$ cat src/hdl/lres_pkg.sv
// Shared types and constants for the LED ring effect sequencer.
// Used by every module of the block but lres_checker; depends on nothing.
package lres_pkg;

  localparam int unsigned POS_W     = 4;
  localparam int unsigned MAP_W     = 52;
  localparam int unsigned WORD_W    = 16;
  localparam int unsigned RUN_W     = 4;
  localparam int unsigned SPREAD_W  = 3;
  localparam int unsigned FLASH_W   = 4;
  localparam int unsigned CFG_IDX_W = 2;
  localparam int unsigned CFG_W     = 52;

  localparam logic [WORD_W-1:0]   DEFAULT_PATTERN_RST = 16'h0311;
  localparam logic [WORD_W-1:0]   RING_START_RST      = 16'h0700;
  localparam logic [WORD_W-1:0]   ALL_OFF             = 16'hffff;
  localparam logic [RUN_W-1:0]    RUN_LENGTH_RST      = 4'd13;
  localparam logic [MAP_W-1:0]    POSITION_MAP_RST    = 52'h0125763ECAFDB;
  localparam logic [POS_W-1:0]    POS_FIRST           = 4'd1;
  localparam logic [SPREAD_W-1:0] SPREAD_FIRST        = 3'd1;
  localparam logic [SPREAD_W-1:0] SPREAD_LAST         = 3'd7;

  typedef enum logic [1:0] {
    CMD_TICK  = 2'd0,
    CMD_RING  = 2'd1,
    CMD_FLASH = 2'd2,
    CMD_CHECK = 2'd3
  } cmd_e;

  typedef enum logic [CFG_IDX_W-1:0] {
    CFG_DEFAULT_PATTERN = 2'd0,
    CFG_RING_START_MASK = 2'd1,
    CFG_RUN_LENGTH      = 2'd2,
    CFG_POSITION_MAP    = 2'd3
  } cfg_idx_e;

  typedef enum logic [2:0] {
    MODE_IDLE  = 3'b001,
    MODE_RING  = 3'b010,
    MODE_FLASH = 3'b100
  } mode_e;

  typedef enum logic [2:0] {
    PH_LOAD   = 3'b001,
    PH_SPREAD = 3'b010,
    PH_GATHER = 3'b100
  } phase_e;

  typedef struct packed {
    cmd_e             command;
    logic [POS_W-1:0] key;
  } item_t;

  typedef struct packed {
    logic [WORD_W-1:0] led_word;
    logic              effect_done;
  } result_t;

endpackage

$ cat src/hdl/lres_in_reg.sv
// Input register of the LED ring effect sequencer: holds one accepted item.
// Depends on lres_pkg.
module lres_in_reg (
  input  logic          clk_i,
  input  logic          rst_ni,
  input  logic          in_valid_i,
  input  lres_pkg::item_t in_item_i,
  output logic          in_ready_o,
  input  logic          take_i,
  output logic          item_valid_o,
  output lres_pkg::item_t item_o
);
  import lres_pkg::*;

  logic  valid_q, valid_d;
  item_t item_q;

  // The slot frees up in the same cycle the step logic consumes its item.
  assign in_ready_o = !valid_q || take_i;
  assign valid_d    = in_ready_o ? in_valid_i : valid_q;

  always_ff @(posedge clk_i or negedge rst_ni) begin
    if (!rst_ni) begin
      valid_q <= 1'b0;
    end else begin
      valid_q <= valid_d;
    end
  end

  always_ff @(posedge clk_i) begin
    if (in_ready_o && in_valid_i) begin
      item_q <= in_item_i;
    end
  end

  assign item_valid_o = valid_q;
  assign item_o       = item_q;

endmodule

$ cat src/hdl/lres_step.sv
// Step logic of the LED ring effect sequencer: configuration registers,
// effect state and the combinational next-state and result logic. Depends on lres_pkg.
module lres_step #(
  parameter int unsigned RING_POSITIONS = 13,
  parameter int unsigned WORD_BITS      = 16
) (
  input  logic                             clk_i,
  input  logic                             rst_ni,
  input  logic                             cfg_we_i,
  input  logic [lres_pkg::CFG_IDX_W-1:0]   cfg_idx_i,
  input  logic [lres_pkg::CFG_W-1:0]       cfg_data_i,
  input  logic                             step_en_i,
  input  lres_pkg::item_t                  item_i,
  output logic                             has_result_o,
  output lres_pkg::result_t                result_o
);
  import lres_pkg::*;

  localparam int unsigned      MAP_EXT_W  = POS_W * (1 << POS_W);
  localparam logic [POS_W-1:0] POS_LAST   = POS_W'(RING_POSITIONS);
  localparam logic [POS_W:0]   WORD_LIMIT = (POS_W + 1)'(WORD_BITS);

  function automatic logic [POS_W-1:0] clamp_pos(logic [POS_W-1:0] p);
    logic [POS_W-1:0] pc;
    pc = p;
    if (pc < POS_FIRST) pc = POS_FIRST;
    if (pc > POS_LAST)  pc = POS_LAST;
    return pc;
  endfunction

  // Nibbles above the programmed map read as zero.
  function automatic logic [WORD_W-1:0] pos_mask(logic [POS_W-1:0] p,
                                                 logic [MAP_W-1:0] map);
    logic [POS_W-1:0]     pm1;
    logic [POS_W-1:0]     idx;
    logic [MAP_EXT_W-1:0] ext;
    logic [WORD_W-1:0]    mask;
    pm1 = clamp_pos(p) - POS_FIRST;
    ext = {{(MAP_EXT_W - MAP_W){1'b0}}, map};
    idx = ext[{pm1, 2'b00} +: POS_W];
    if ({1'b0, idx} >= WORD_LIMIT) mask = '0;
    else mask = WORD_W'(1) << idx;
    return mask;
  endfunction

  function automatic logic [POS_W-1:0] step_down(logic [POS_W-1:0] p);
    return (p <= POS_FIRST) ? POS_LAST : p - POS_FIRST;
  endfunction

  function automatic logic [POS_W-1:0] step_up(logic [POS_W-1:0] p);
    return (p >= POS_LAST) ? POS_FIRST : p + POS_FIRST;
  endfunction

  // Configuration registers.
  logic [WORD_W-1:0] default_q, start_mask_q;
  logic [RUN_W-1:0]  run_len_q;
  logic [MAP_W-1:0]  map_q;

  // Effect state.
  mode_e               mode_q, mode_d;
  phase_e              phase_q, phase_d;
  logic [POS_W-1:0]    center_q, center_d;
  logic [POS_W-1:0]    left_q, left_d;
  logic [POS_W-1:0]    right_q, right_d;
  logic [SPREAD_W-1:0] spread_q, spread_d;
  logic [WORD_W-1:0]   pattern_q, pattern_d;
  logic [RUN_W-1:0]    ticks_q, ticks_d;
  logic [FLASH_W-1:0]  flash_q, flash_d;
  logic                toggle_q, toggle_d;

  logic [POS_W-1:0]  key_pos, left_sel, right_sel;
  logic              is_start, spreading, effect_tick;
  logic [WORD_W-1:0] mask_c, mask_l, mask_r, word;
  logic [RUN_W-1:0]  start_ticks, ticks_dec;

  always_ff @(posedge clk_i or negedge rst_ni) begin
    if (!rst_ni) begin
      default_q    <= DEFAULT_PATTERN_RST;
      start_mask_q <= RING_START_RST;
      run_len_q    <= RUN_LENGTH_RST;
      map_q        <= POSITION_MAP_RST;
    end else if (cfg_we_i) begin
      unique case (cfg_idx_e'(cfg_idx_i))
        CFG_DEFAULT_PATTERN: default_q    <= cfg_data_i[WORD_W-1:0];
        CFG_RING_START_MASK: start_mask_q <= cfg_data_i[WORD_W-1:0];
        CFG_RUN_LENGTH:      run_len_q    <= cfg_data_i[RUN_W-1:0];
        CFG_POSITION_MAP:    map_q        <= cfg_data_i[MAP_W-1:0];
        default: ;
      endcase
    end
  end

  assign key_pos     = clamp_pos(item_i.key);
  assign is_start    = (item_i.command == CMD_RING) || (item_i.command == CMD_FLASH);
  assign spreading   = (phase_q == PH_SPREAD);
  assign left_sel    = spreading ? step_down(left_q) : left_q;
  assign right_sel   = spreading ? step_up(right_q) : right_q;
  assign mask_c      = pos_mask(is_start ? key_pos : center_q, map_q);
  assign mask_l      = pos_mask(left_sel, map_q);
  assign mask_r      = pos_mask(right_sel, map_q);
  assign start_ticks = (run_len_q == '0) ? RUN_W'(1) : run_len_q;
  assign ticks_dec   = ticks_q - RUN_W'(1);

  always_comb begin
    mode_d       = mode_q;
    phase_d      = phase_q;
    center_d     = center_q;
    left_d       = left_q;
    right_d      = right_q;
    spread_d     = spread_q;
    pattern_d    = pattern_q;
    ticks_d      = ticks_q;
    flash_d      = flash_q;
    toggle_d     = toggle_q;
    word         = '0;
    effect_tick  = 1'b0;
    has_result_o = 1'b1;
    result_o.effect_done = 1'b0;

    unique case (item_i.command)
      CMD_RING: begin
        center_d = key_pos;
        phase_d  = PH_LOAD;
        mode_d   = MODE_RING;
        ticks_d  = start_ticks;
        word     = start_mask_q | mask_c;
      end
      CMD_FLASH: begin
        center_d = key_pos;
        flash_d  = '0;
        mode_d   = MODE_FLASH;
        ticks_d  = start_ticks;
        word     = default_q;
      end
      CMD_CHECK: begin
        word     = toggle_q ? default_q : ALL_OFF;
        toggle_d = !toggle_q;
      end
      default: begin
        unique case (mode_q)
          MODE_RING: begin
            effect_tick = 1'b1;
            unique case (phase_q)
              PH_SPREAD: begin
                left_d    = left_sel;
                right_d   = right_sel;
                pattern_d = pattern_q | mask_l | mask_r;
                word      = pattern_d;
                spread_d  = spread_q + SPREAD_FIRST;
                if (spread_d >= SPREAD_LAST) phase_d = PH_GATHER;
              end
              PH_GATHER: begin
                pattern_d = pattern_q & ~(mask_l | mask_r);
                word      = pattern_d;
                right_d   = step_down(right_q);
                left_d    = step_up(left_q);
                spread_d  = spread_q - SPREAD_FIRST;
                if (spread_d <= SPREAD_FIRST) phase_d = PH_LOAD;
              end
              default: begin
                // Reload the base pattern; the key bit shows only in the output.
                pattern_d = default_q;
                word      = default_q | mask_c;
                left_d    = center_q;
                right_d   = center_q;
                spread_d  = SPREAD_FIRST;
                phase_d   = PH_SPREAD;
              end
            endcase
          end
          MODE_FLASH: begin
            effect_tick = 1'b1;
            flash_d     = flash_q + FLASH_W'(1);
            word        = flash_d[0] ? (default_q & ~mask_c) : (default_q | mask_c);
          end
          default: has_result_o = 1'b0;
        endcase
        if (effect_tick) begin
          ticks_d = ticks_dec;
          if (ticks_dec == '0) begin
            result_o.effect_done = 1'b1;
            mode_d               = MODE_IDLE;
          end
        end
      end
    endcase
    result_o.led_word = word;
  end

  always_ff @(posedge clk_i or negedge rst_ni) begin
    if (!rst_ni) begin
      mode_q    <= MODE_IDLE;
      phase_q   <= PH_LOAD;
      center_q  <= POS_FIRST;
      left_q    <= POS_FIRST;
      right_q   <= POS_FIRST;
      spread_q  <= '0;
      pattern_q <= DEFAULT_PATTERN_RST;
      ticks_q   <= '0;
      flash_q   <= '0;
      toggle_q  <= 1'b0;
    end else if (step_en_i) begin
      mode_q    <= mode_d;
      phase_q   <= phase_d;
      center_q  <= center_d;
      left_q    <= left_d;
      right_q   <= right_d;
      spread_q  <= spread_d;
      pattern_q <= pattern_d;
      ticks_q   <= ticks_d;
      flash_q   <= flash_d;
      toggle_q  <= toggle_d;
    end
  end

endmodule

$ cat src/hdl/lres_out_reg.sv
// Result register of the LED ring effect sequencer: holds one result item
// until the downstream side takes it. Depends on lres_pkg.
module lres_out_reg (
  input  logic              clk_i,
  input  logic              rst_ni,
  input  logic              load_i,
  input  lres_pkg::result_t result_i,
  output logic              free_o,
  output logic              out_valid_o,
  input  logic              out_ready_i,
  output lres_pkg::result_t result_o
);
  import lres_pkg::*;

  logic    valid_q, valid_d;
  result_t result_q;

  assign free_o  = !valid_q || out_ready_i;
  assign valid_d = load_i ? 1'b1 : (valid_q && !out_ready_i);

  always_ff @(posedge clk_i or negedge rst_ni) begin
    if (!rst_ni) begin
      valid_q <= 1'b0;
    end else begin
      valid_q <= valid_d;
    end
  end

  always_ff @(posedge clk_i) begin
    if (load_i) begin
      result_q <= result_i;
    end
  end

  assign out_valid_o = valid_q;
  assign result_o    = result_q;

endmodule

$ cat src/hdl/led_ring_effect_sequencer_top.sv
// Top level of the LED ring effect sequencer.
// Depends on lres_pkg, lres_in_reg, lres_step and lres_out_reg.
//
// This block turns commands (tick, start ring, start flash, device check)
// into active-low 16-bit LED words for a ring of panel LEDs. It accepts one
// item per clock cycle when the output side keeps up. A result is offered
// from the result register: the item is held in the input register while
// the step logic works on it, and the result register takes the result once
// it has room. A tick while no effect runs produces no result and passes
// through without needing room at the output. The input side stalls only
// when an item with a result waits for a full result register that is not
// being drained. Configuration registers are written through the cfg port,
// one per cycle, and should change only while no item is in flight; writes
// take effect on the next item. The last result of an effect run carries
// tlast.
module led_ring_effect_sequencer_top #(
  parameter int unsigned RING_POSITIONS = 13,
  parameter int unsigned WORD_BITS      = 16
) (
  input  logic                           clk_i,
  input  logic                           rst_ni,
  // Configuration write port.
  input  logic                           cfg_we_i,
  input  logic [lres_pkg::CFG_IDX_W-1:0] cfg_idx_i,
  input  logic [lres_pkg::CFG_W-1:0]     cfg_data_i,
  // Input stream.
  input  logic                           s_axis_tvalid,
  output logic                           s_axis_tready,
  input  logic [7:0]                     s_axis_tdata,  // [3:0] key, [7:4] zero
  input  logic [1:0]                     s_axis_tuser,  // [1:0] command
  // Output stream.
  output logic                           m_axis_tvalid,
  input  logic                           m_axis_tready,
  output logic [15:0]                    m_axis_tdata,  // [15:0] led_word
  output logic                           m_axis_tlast   // effect_done
);
  import lres_pkg::*;

  item_t   in_item, item;
  result_t step_result, out_result;
  logic    item_valid, has_result, out_free, step_en, out_load;

  assign in_item.command = cmd_e'(s_axis_tuser);
  assign in_item.key     = s_axis_tdata[POS_W-1:0];

  // The held item advances when it yields no result or the result register
  // has room (empty, or emptying in this cycle).
  assign step_en  = item_valid && (!has_result || out_free);
  assign out_load = step_en && has_result;

  lres_in_reg u_in_reg (
    .clk_i        (clk_i),
    .rst_ni       (rst_ni),
    .in_valid_i   (s_axis_tvalid),
    .in_item_i    (in_item),
    .in_ready_o   (s_axis_tready),
    .take_i       (step_en),
    .item_valid_o (item_valid),
    .item_o       (item)
  );

  lres_step #(
    .RING_POSITIONS (RING_POSITIONS),
    .WORD_BITS      (WORD_BITS)
  ) u_step (
    .clk_i        (clk_i),
    .rst_ni       (rst_ni),
    .cfg_we_i     (cfg_we_i),
    .cfg_idx_i    (cfg_idx_i),
    .cfg_data_i   (cfg_data_i),
    .step_en_i    (step_en),
    .item_i       (item),
    .has_result_o (has_result),
    .result_o     (step_result)
  );

  lres_out_reg u_out_reg (
    .clk_i       (clk_i),
    .rst_ni      (rst_ni),
    .load_i      (out_load),
    .result_i    (step_result),
    .free_o      (out_free),
    .out_valid_o (m_axis_tvalid),
    .out_ready_i (m_axis_tready),
    .result_o    (out_result)
  );

  assign m_axis_tdata = out_result.led_word;
  assign m_axis_tlast = out_result.effect_done;

endmodule

$ cat config.mk
export PLATFORM = sky130hd
export DESIGN_NAME = led_ring_effect_sequencer_top
export DESIGN_NICKNAME = d
export VERILOG_FILES = /design/src/hdl/lres_pkg.sv /design/src/hdl/lres_in_reg.sv /design/src/hdl/lres_step.sv /design/src/hdl/lres_out_reg.sv /design/src/hdl/led_ring_effect_sequencer_top.sv
export SDC_FILE = /design/constraint.sdc
export NUM_CORES = 1
export LEC_CHECK = 0
export BUFFER_PORTS_ARGS = -buffer_cell sky130_fd_sc_hd__buf_2
export CAP_MARGIN = 20
export CORE_MARGIN = 2
export CORE_UTILIZATION = 61
export DETAILED_ROUTE_END_ITERATION = 7
export GPL_ROUTABILITY_DRIVEN = 0
export PLACE_DENSITY = 0.9
export SYNTH_ARGS = -nofsm -noshare
export SYNTH_HDL_FRONTEND = slang
export SYNTH_SLANG_ARGS = --single-unit
$ cat constraint.sdc
create_clock -name clk_i -period 7.6 [get_ports clk_i]
set_input_delay 1.52 -clock clk_i [delete_from_list [all_inputs] [get_ports clk_i]]
set_output_delay 1.52 -clock clk_i [all_outputs]
set_load 0.02 [all_outputs]
* After elaboration in Yosys (flattened, before gate mapping) *
Cells that the tools add are included.

word-level totals
  bits in registers = 159
  latch bits = 0
  memory bits (writable) = 0
  ROM bits = 0
  input bits = 69
  output and inout port bits = 19
  logic and storage cells = 157
  memories kept = 0

operators by class
  add/sub/neg operators = 11
  $mul = 0
  divide/modulo/power cells = 0
  magnitude comparators = 14
  equality and inequality tests = 12
  shift-type cells = 6
  mux-type cells = 42
  bitwise operators = 14
  reduce and logical (&&, ||, !) cells = 38

operators with widths
  kind                                                            number
  indexed part select 64 x 7 -> 4 bit                             3
  case mux 16 bit (2 select lines)                                3
  OR 16 bit                                                       5
  2-to-1 mux 4 bit                                                18
  case mux 16 bit (3 select lines)                                1
  << shifter 1 x 4 -> 16 bit, first input constant                3
  AND 16 bit                                                      2
  2-to-1 mux 16 bit                                               2
  NOT 16 bit                                                      2
  case mux 4 bit (2 select lines)                                 4
  subtractor 4 x 1 -> 4 bit, second input constant                6
  case mux 3 bit (2 select lines)                                 3
  greater-than comparator 4 bit, second input constant            4
  less-than comparator 4 x 1 -> 1 bit, second input constant      4
  2-to-1 mux 3 bit                                                5
  adder 4 x 1 -> 4 bit, second input constant                     3
  AND reduction 2 bit                                             6
  case mux 3 bit (3 select lines)                                 1
  AND reduction 3 bit                                             3
  equality test 2 bit, second input constant                      4
  greater-or-equal comparator 4 bit, second input constant        2
  less-or-equal comparator 4 x 1 -> 1 bit, second input constant  2
  zero test 4 bit                                                 2
  OR reduction 2 bit                                              4
  other kinds (21)                                                45

* Logic depth before layout (Yosys ltp) *
  depth in word-level cells = 17
  mapped depth = 21
  mapped depth without buffers = 18

* Hierarchy *
A second synthesis with hierarchy kept.

second synthesis, totals
  cells, all modules = 1,188
  area total of the unflattened synthesis = 11,516.0 sq um

by module, submodules not included
  module                         instances  cells each  area an instance (sq um)  sequential area each (sq um)
  lres_step                      1          1,155       10,705.3                  3,337.0
  lres_out_reg                   1          20          558.0                     535.5
  lres_in_reg                    1          10          234.0                     205.2
  led_ring_effect_sequencer_top  1          3           18.8                      0.0

* Worst setup path after synthesis *
OpenSTA, ideal clock, no wires.

  kind = reg2reg
  start = register u_step.right_q[0]
  end = register u_out_reg.result_q (netlist bit u_out_reg.result_o[15]), data pin
  setup time = 0.272 ns
  data arrival time = 5.093 ns
  data required time = 7.328 ns
  slack = 2.235 ns
  stages on the path, launching flop included = 18
  buffers on the path = 2
  period minus slack after synthesis = 5.365 ns
  path through = dfstp_2 clkbuf_1 inv_1 ha_1 nor2b_1 o21a_1 nand2_1 a21boi_0 nor2_2 ha_1 inv_1 clkbuf_1 mux4_1 a221oi_4 nand2b_4 nor2_2 mux2i_1 or4b_1

RTL lines
  element                 RTL line            RTL
  start, declared         lres_step.sv:64     logic [POS_W-1:0] right_q, right_d;
  start signal, assigned  lres_step.sv:207    right_q <= right_d;
  end signal, assigned    lres_out_reg.sv:31  result_q <= result_i;
  end, declared           lres_out_reg.sv:16  result_t result_q;

==> impl_metrics.prom <==
# TYPE chip_impl_metric gauge
chip_impl_metric{name="max_slew_margin",unit="%"} 28.4
chip_impl_metric{name="post-cts-setup-buffer-count",unit=""} 0
chip_impl_metric{name="ios",unit=""} 88
chip_impl_metric{name="global_route.usage.met2",unit="%"} 50.8
chip_impl_metric{name="area_delta_synth_final",unit="%"} 10.8
chip_impl_metric{name="timing.final.setup_violations",unit=""} 0
chip_impl_info{name="grt.busiest_layer",value="met2"} 1
chip_impl_metric{name="ys.warnings.count",unit=""} 0
chip_impl_metric{name="postCtsHoldBufs",unit=""} 0
chip_impl_metric{name="floorplan.initialDensity",unit="%"} 62.7
chip_impl_metric{name="place_area",unit="µm²"} 11000
chip_impl_metric{name="clock_sinks",unit=""} 156
chip_impl_metric{name="final_layout_size_suffix_gt1_share",unit="%"} 29.2
chip_impl_metric{name="synth.yosys.seq_area_share",unit="%"} 38.9
chip_impl_metric{name="cts.reportedPaths.clkPinSlew",unit="ps"} 60
chip_impl_info{name="outcome",value="completed"} 1
chip_impl_metric{name="drt-initial-drc-count",unit=""} 1426
chip_impl_metric{name="post_drt_wl_per_cell",unit="µm"} 22.5
chip_impl_metric{name="stdcell_area",unit="µm²"} 11600
chip_impl_metric{name="io_buffer_count",unit=""} 83
chip_impl_info{name="cp-start-kind",value="flip-flop"} 1
chip_impl_metric{name="final-seq-area",unit="µm²"} 4080
chip_impl_info{name="type_of_the_worst_setup_path",value="reg2reg"} 1
chip_impl_metric{name="cp_max_fo",unit=""} 18
chip_impl_metric{name="required_time_at_the_endpoint_of_the_critical_path",unit="ps"} 7770
chip_impl_metric{name="vias_after_detailed_routing",unit=""} 9398
chip_impl_metric{name="number_of_synthesized_flops_with_an_enable_pin",unit=""} 23
chip_impl_metric{name="clock_skew",unit="ps"} 12.1
chip_impl_metric{name="coreArea",unit="µm²"} 16700
chip_impl_metric{name="nFillCells",unit=""} 1240
chip_impl_metric{name="finalHoldViolations",unit=""} 0
chip_impl_info{name="rsz0062_at_grt",value="no"} 1
chip_impl_info{name="largest_cells_by_area_after_synthesis",value="sky130_fd_sc_hd__dfrtp_1 (21%), sky130_fd_sc_hd__dfstp_2 (12%), sky130_fd_sc_hd__mux2_2 (11%)"} 1
chip_impl_metric{name="num_antenna_cells",unit=""} 0
chip_impl_metric{name="fp.dieH",unit="µm"} 135
chip_impl_metric{name="synth.distinct_cells",unit=""} 85
chip_impl_metric{name="drv.max_cap_violation_count",unit=""} 0
chip_impl_metric{name="place_hpwl",unit="µm"} 20900
chip_impl_metric{name="route.final.wire_length",unit="µm"} 29600
chip_impl_metric{name="period_minus_ws_final",unit="ps"} 6650
chip_impl_metric{name="h-tree-depth",unit=""} 4
chip_impl_metric{name="global_route_wire_length_before_repair",unit="µm"} 47000
chip_impl_metric{name="final_min_period_over_clock_period",unit="%"} 87.6
chip_impl_metric{name="die-width",unit="µm"} 135
chip_impl_metric{name="drt_antenna_net_count",unit=""} 0
chip_impl_info{name="synth_top_flop_cell",value="sky130_fd_sc_hd__dfrtp_1"} 1
chip_impl_metric{name="grtUsageMet3",unit="%"} 9.16
chip_impl_metric{name="first_pass_iters",unit=""} 6
chip_impl_metric{name="finish.net_count",unit=""} 1172
chip_impl_info{name="min-delay-path-class",value="reg2reg"} 1
chip_impl_metric{name="asyncSetResetFlopFracSynth",unit="%"} 85.3
chip_impl_metric{name="synthesis.nets",unit=""} 1118
chip_impl_info{name="synth.most_common_cell",value="sky130_fd_sc_hd__mux2_2"} 1
chip_impl_metric{name="groute.usage.overall",unit="%"} 33.1
chip_impl_info{name="synth_largest_area_cell",value="sky130_fd_sc_hd__dfrtp_1"} 1
chip_impl_info{name="tritoncts",value="built"} 1
chip_impl_metric{name="cp.arrival",unit="ps"} 6830
chip_impl_metric{name="met1_track_utilization_from_global_routing",unit="%"} 44.3
chip_impl_metric{name="die_area",unit="µm²"} 18200
chip_impl_info{name="clock_root_cell",value="sky130_fd_sc_hd__clkbuf_16"} 1
chip_impl_metric{name="synth.top_cell.area_share",unit="%"} 20.5
chip_impl_metric{name="syn_area_per_cell",unit="µm²"} 10.2
chip_impl_metric{name="worstSkewPairLatency",unit="ps"} 440
chip_impl_metric{name="tightestPinTransition",unit="ps"} 1070
chip_impl_metric{name="final_count_of_pins_violating_max_slew",unit=""} 0
chip_impl_metric{name="grt_overflow_total",unit=""} 0
chip_impl_metric{name="drc",unit=""} 0
chip_impl_metric{name="timing.fmax",unit="MHz"} 150
chip_impl_metric{name="synthesized_instance_count",unit=""} 1030
chip_impl_metric{name="antenna_violations_before_repair",unit=""} 1
chip_impl_metric{name="multi_input_area",unit="µm²"} 6080
chip_impl_metric{name="ctsLongestPathBuffers",unit=""} 2
chip_impl_info{name="crit_path_end_kind",value="flip-flop"} 1
chip_impl_metric{name="vias_in_the_first_global_route",unit=""} 8899
chip_impl_metric{name="final.setup.tns",unit="ps"} 0
chip_impl_info{name="synth.cells.most_frequent",value="sky130_fd_sc_hd__mux2_2 (100), sky130_fd_sc_hd__dfrtp_1 (86), sky130_fd_sc_hd__nand2_1 (79), sky130_fd_sc_hd__a21oi_1 (62), sky130_fd_sc_hd__nor2_1 (57)"} 1
chip_impl_metric{name="final_core_area_utilization",unit="%"} 69.5
chip_impl_metric{name="mappedNetlistArea",unit="µm²"} 10500
chip_impl_metric{name="grt_start_max_net_pins",unit=""} 80
chip_impl_metric{name="cts.repair.resized",unit=""} 0
chip_impl_metric{name="site_rows",unit=""} 47
chip_impl_metric{name="synth_seq_cells",unit=""} 156
chip_impl_metric{name="vias_per_cell",unit=""} 7.14
chip_impl_metric{name="cts_inserted_buffers",unit=""} 17
==> worst max-delay path, cell delays in order (launching register included) <==
cell                        delay (ps)
sky130_fd_sc_hd__edfxtp_1          400
sky130_fd_sc_hd__inv_1              80
sky130_fd_sc_hd__ha_1              700
sky130_fd_sc_hd__or4b_1            560
sky130_fd_sc_hd__and3_1            340
sky130_fd_sc_hd__nand3_2           400
sky130_fd_sc_hd__inv_1             250
sky130_fd_sc_hd__ha_1              680
sky130_fd_sc_hd__inv_1             370
sky130_fd_sc_hd__a2111oi_0         540
sky130_fd_sc_hd__a2111oi_0         150
sky130_fd_sc_hd__a211oi_1          620
sky130_fd_sc_hd__nor2_1            230
sky130_fd_sc_hd__and2_1            240
sky130_fd_sc_hd__o21ai_0           290
sky130_fd_sc_hd__a21oi_1           120
sky130_fd_sc_hd__a2111o_1          430
==> per-layer routing <==
metal	share of wire [%]	vias to the layer above
met5	0	-
met1	38	4457
met4	4.5	0
met3	13	139
li1	-	4085
met2	45	717
==> state kept, by name, summed over array words and instances, names as in the netlist, 3 cells and up <==
signal               cells
u_in_reg.item_o          6
u_out_reg.result_o      17
u_step.center_q          4
u_step.default_q        16
u_step.left_q            4
u_step.map_q            52
u_step.mode_q            3
u_step.pattern_q        16
u_step.phase_q           3
u_step.right_q           4
u_step.run_len_q         4
u_step.spread_q          3
u_step.start_mask_q     16
u_step.ticks_q           4
==> cells in the final DEF, fill, tap and decap left out, drive strengths merged, types with 17 or more instances in the layout <==
cell type | synthesis | layout
o21ai | 51 | 51
buf | 14 | 98
mux4 | 19 | 19
nand2 | 81 | 81
nor2 | 59 | 59
nor3 | 17 | 17
mux2 | 101 | 101
ha | 19 | 19
dfstp | 47 | 47
a21oi | 65 | 65
mux2i | 36 | 36
a221o | 19 | 19
dfrtp | 86 | 86
nand3 | 33 | 33
edfxtp | 23 | 23
inv | 26 | 34
clkbuf | 49 | 20
==> worst paths after layout <==
check	start	endpoint	slack, ps	depth (start not counted)
worst max-delay path	u_in_reg.item_o[4]	u_out_reg.result_o[3]	950	16
worst min-delay path	u_step.toggle_q	u_step.toggle_q	480	1
worst max register to register	u_in_reg.item_o[4]	u_out_reg.result_o[3]	950	16
worst min register to register	u_step.toggle_q	u_step.toggle_q	480	1
max in group asynchronous	rst_ni	u_step.center_q[2]	4950	2
min in group asynchronous	rst_ni	u_step.pattern_q[13]	1140	1
==> metrics by stage <==
stage	setup WS, ps	std cells	hold slack (ps)
after detailed placement	1330	1282	465
after global placement	1470	1281	460
after CTS	1260	1314	478
after global routing	656	1317	485
after floorplan	2230	1030	446
final	946	1317	480
==> final cells by class <==
class	count	share of cell area, %
timing repair buffer	98	4.60
clock buffer	20	3.76
inverter	26	0.841
multi-input combinational	785	52.4
sequential	156	35.1
clock inverter	12	0.916
tap	220	2.37
==> kinds of logic after synthesis <==
family | count (synthesis) | share of synthesized area [%]
flip-flops | 156 | 38.9
AO/OA/AOI/OAI | 313 | 22.1
buffers and inverters | 89 | 3.33
AND/OR/NAND/NOR | 286 | 14.0
XOR/XNOR | 11 | 0.920
multiplexers | 156 | 18.5
adder cells (fa/ha/maj) | 19 | 2.27
Power is not shown: default switching activity piles up to over one toggle a cycle in this logic, so the estimate is an artifact.
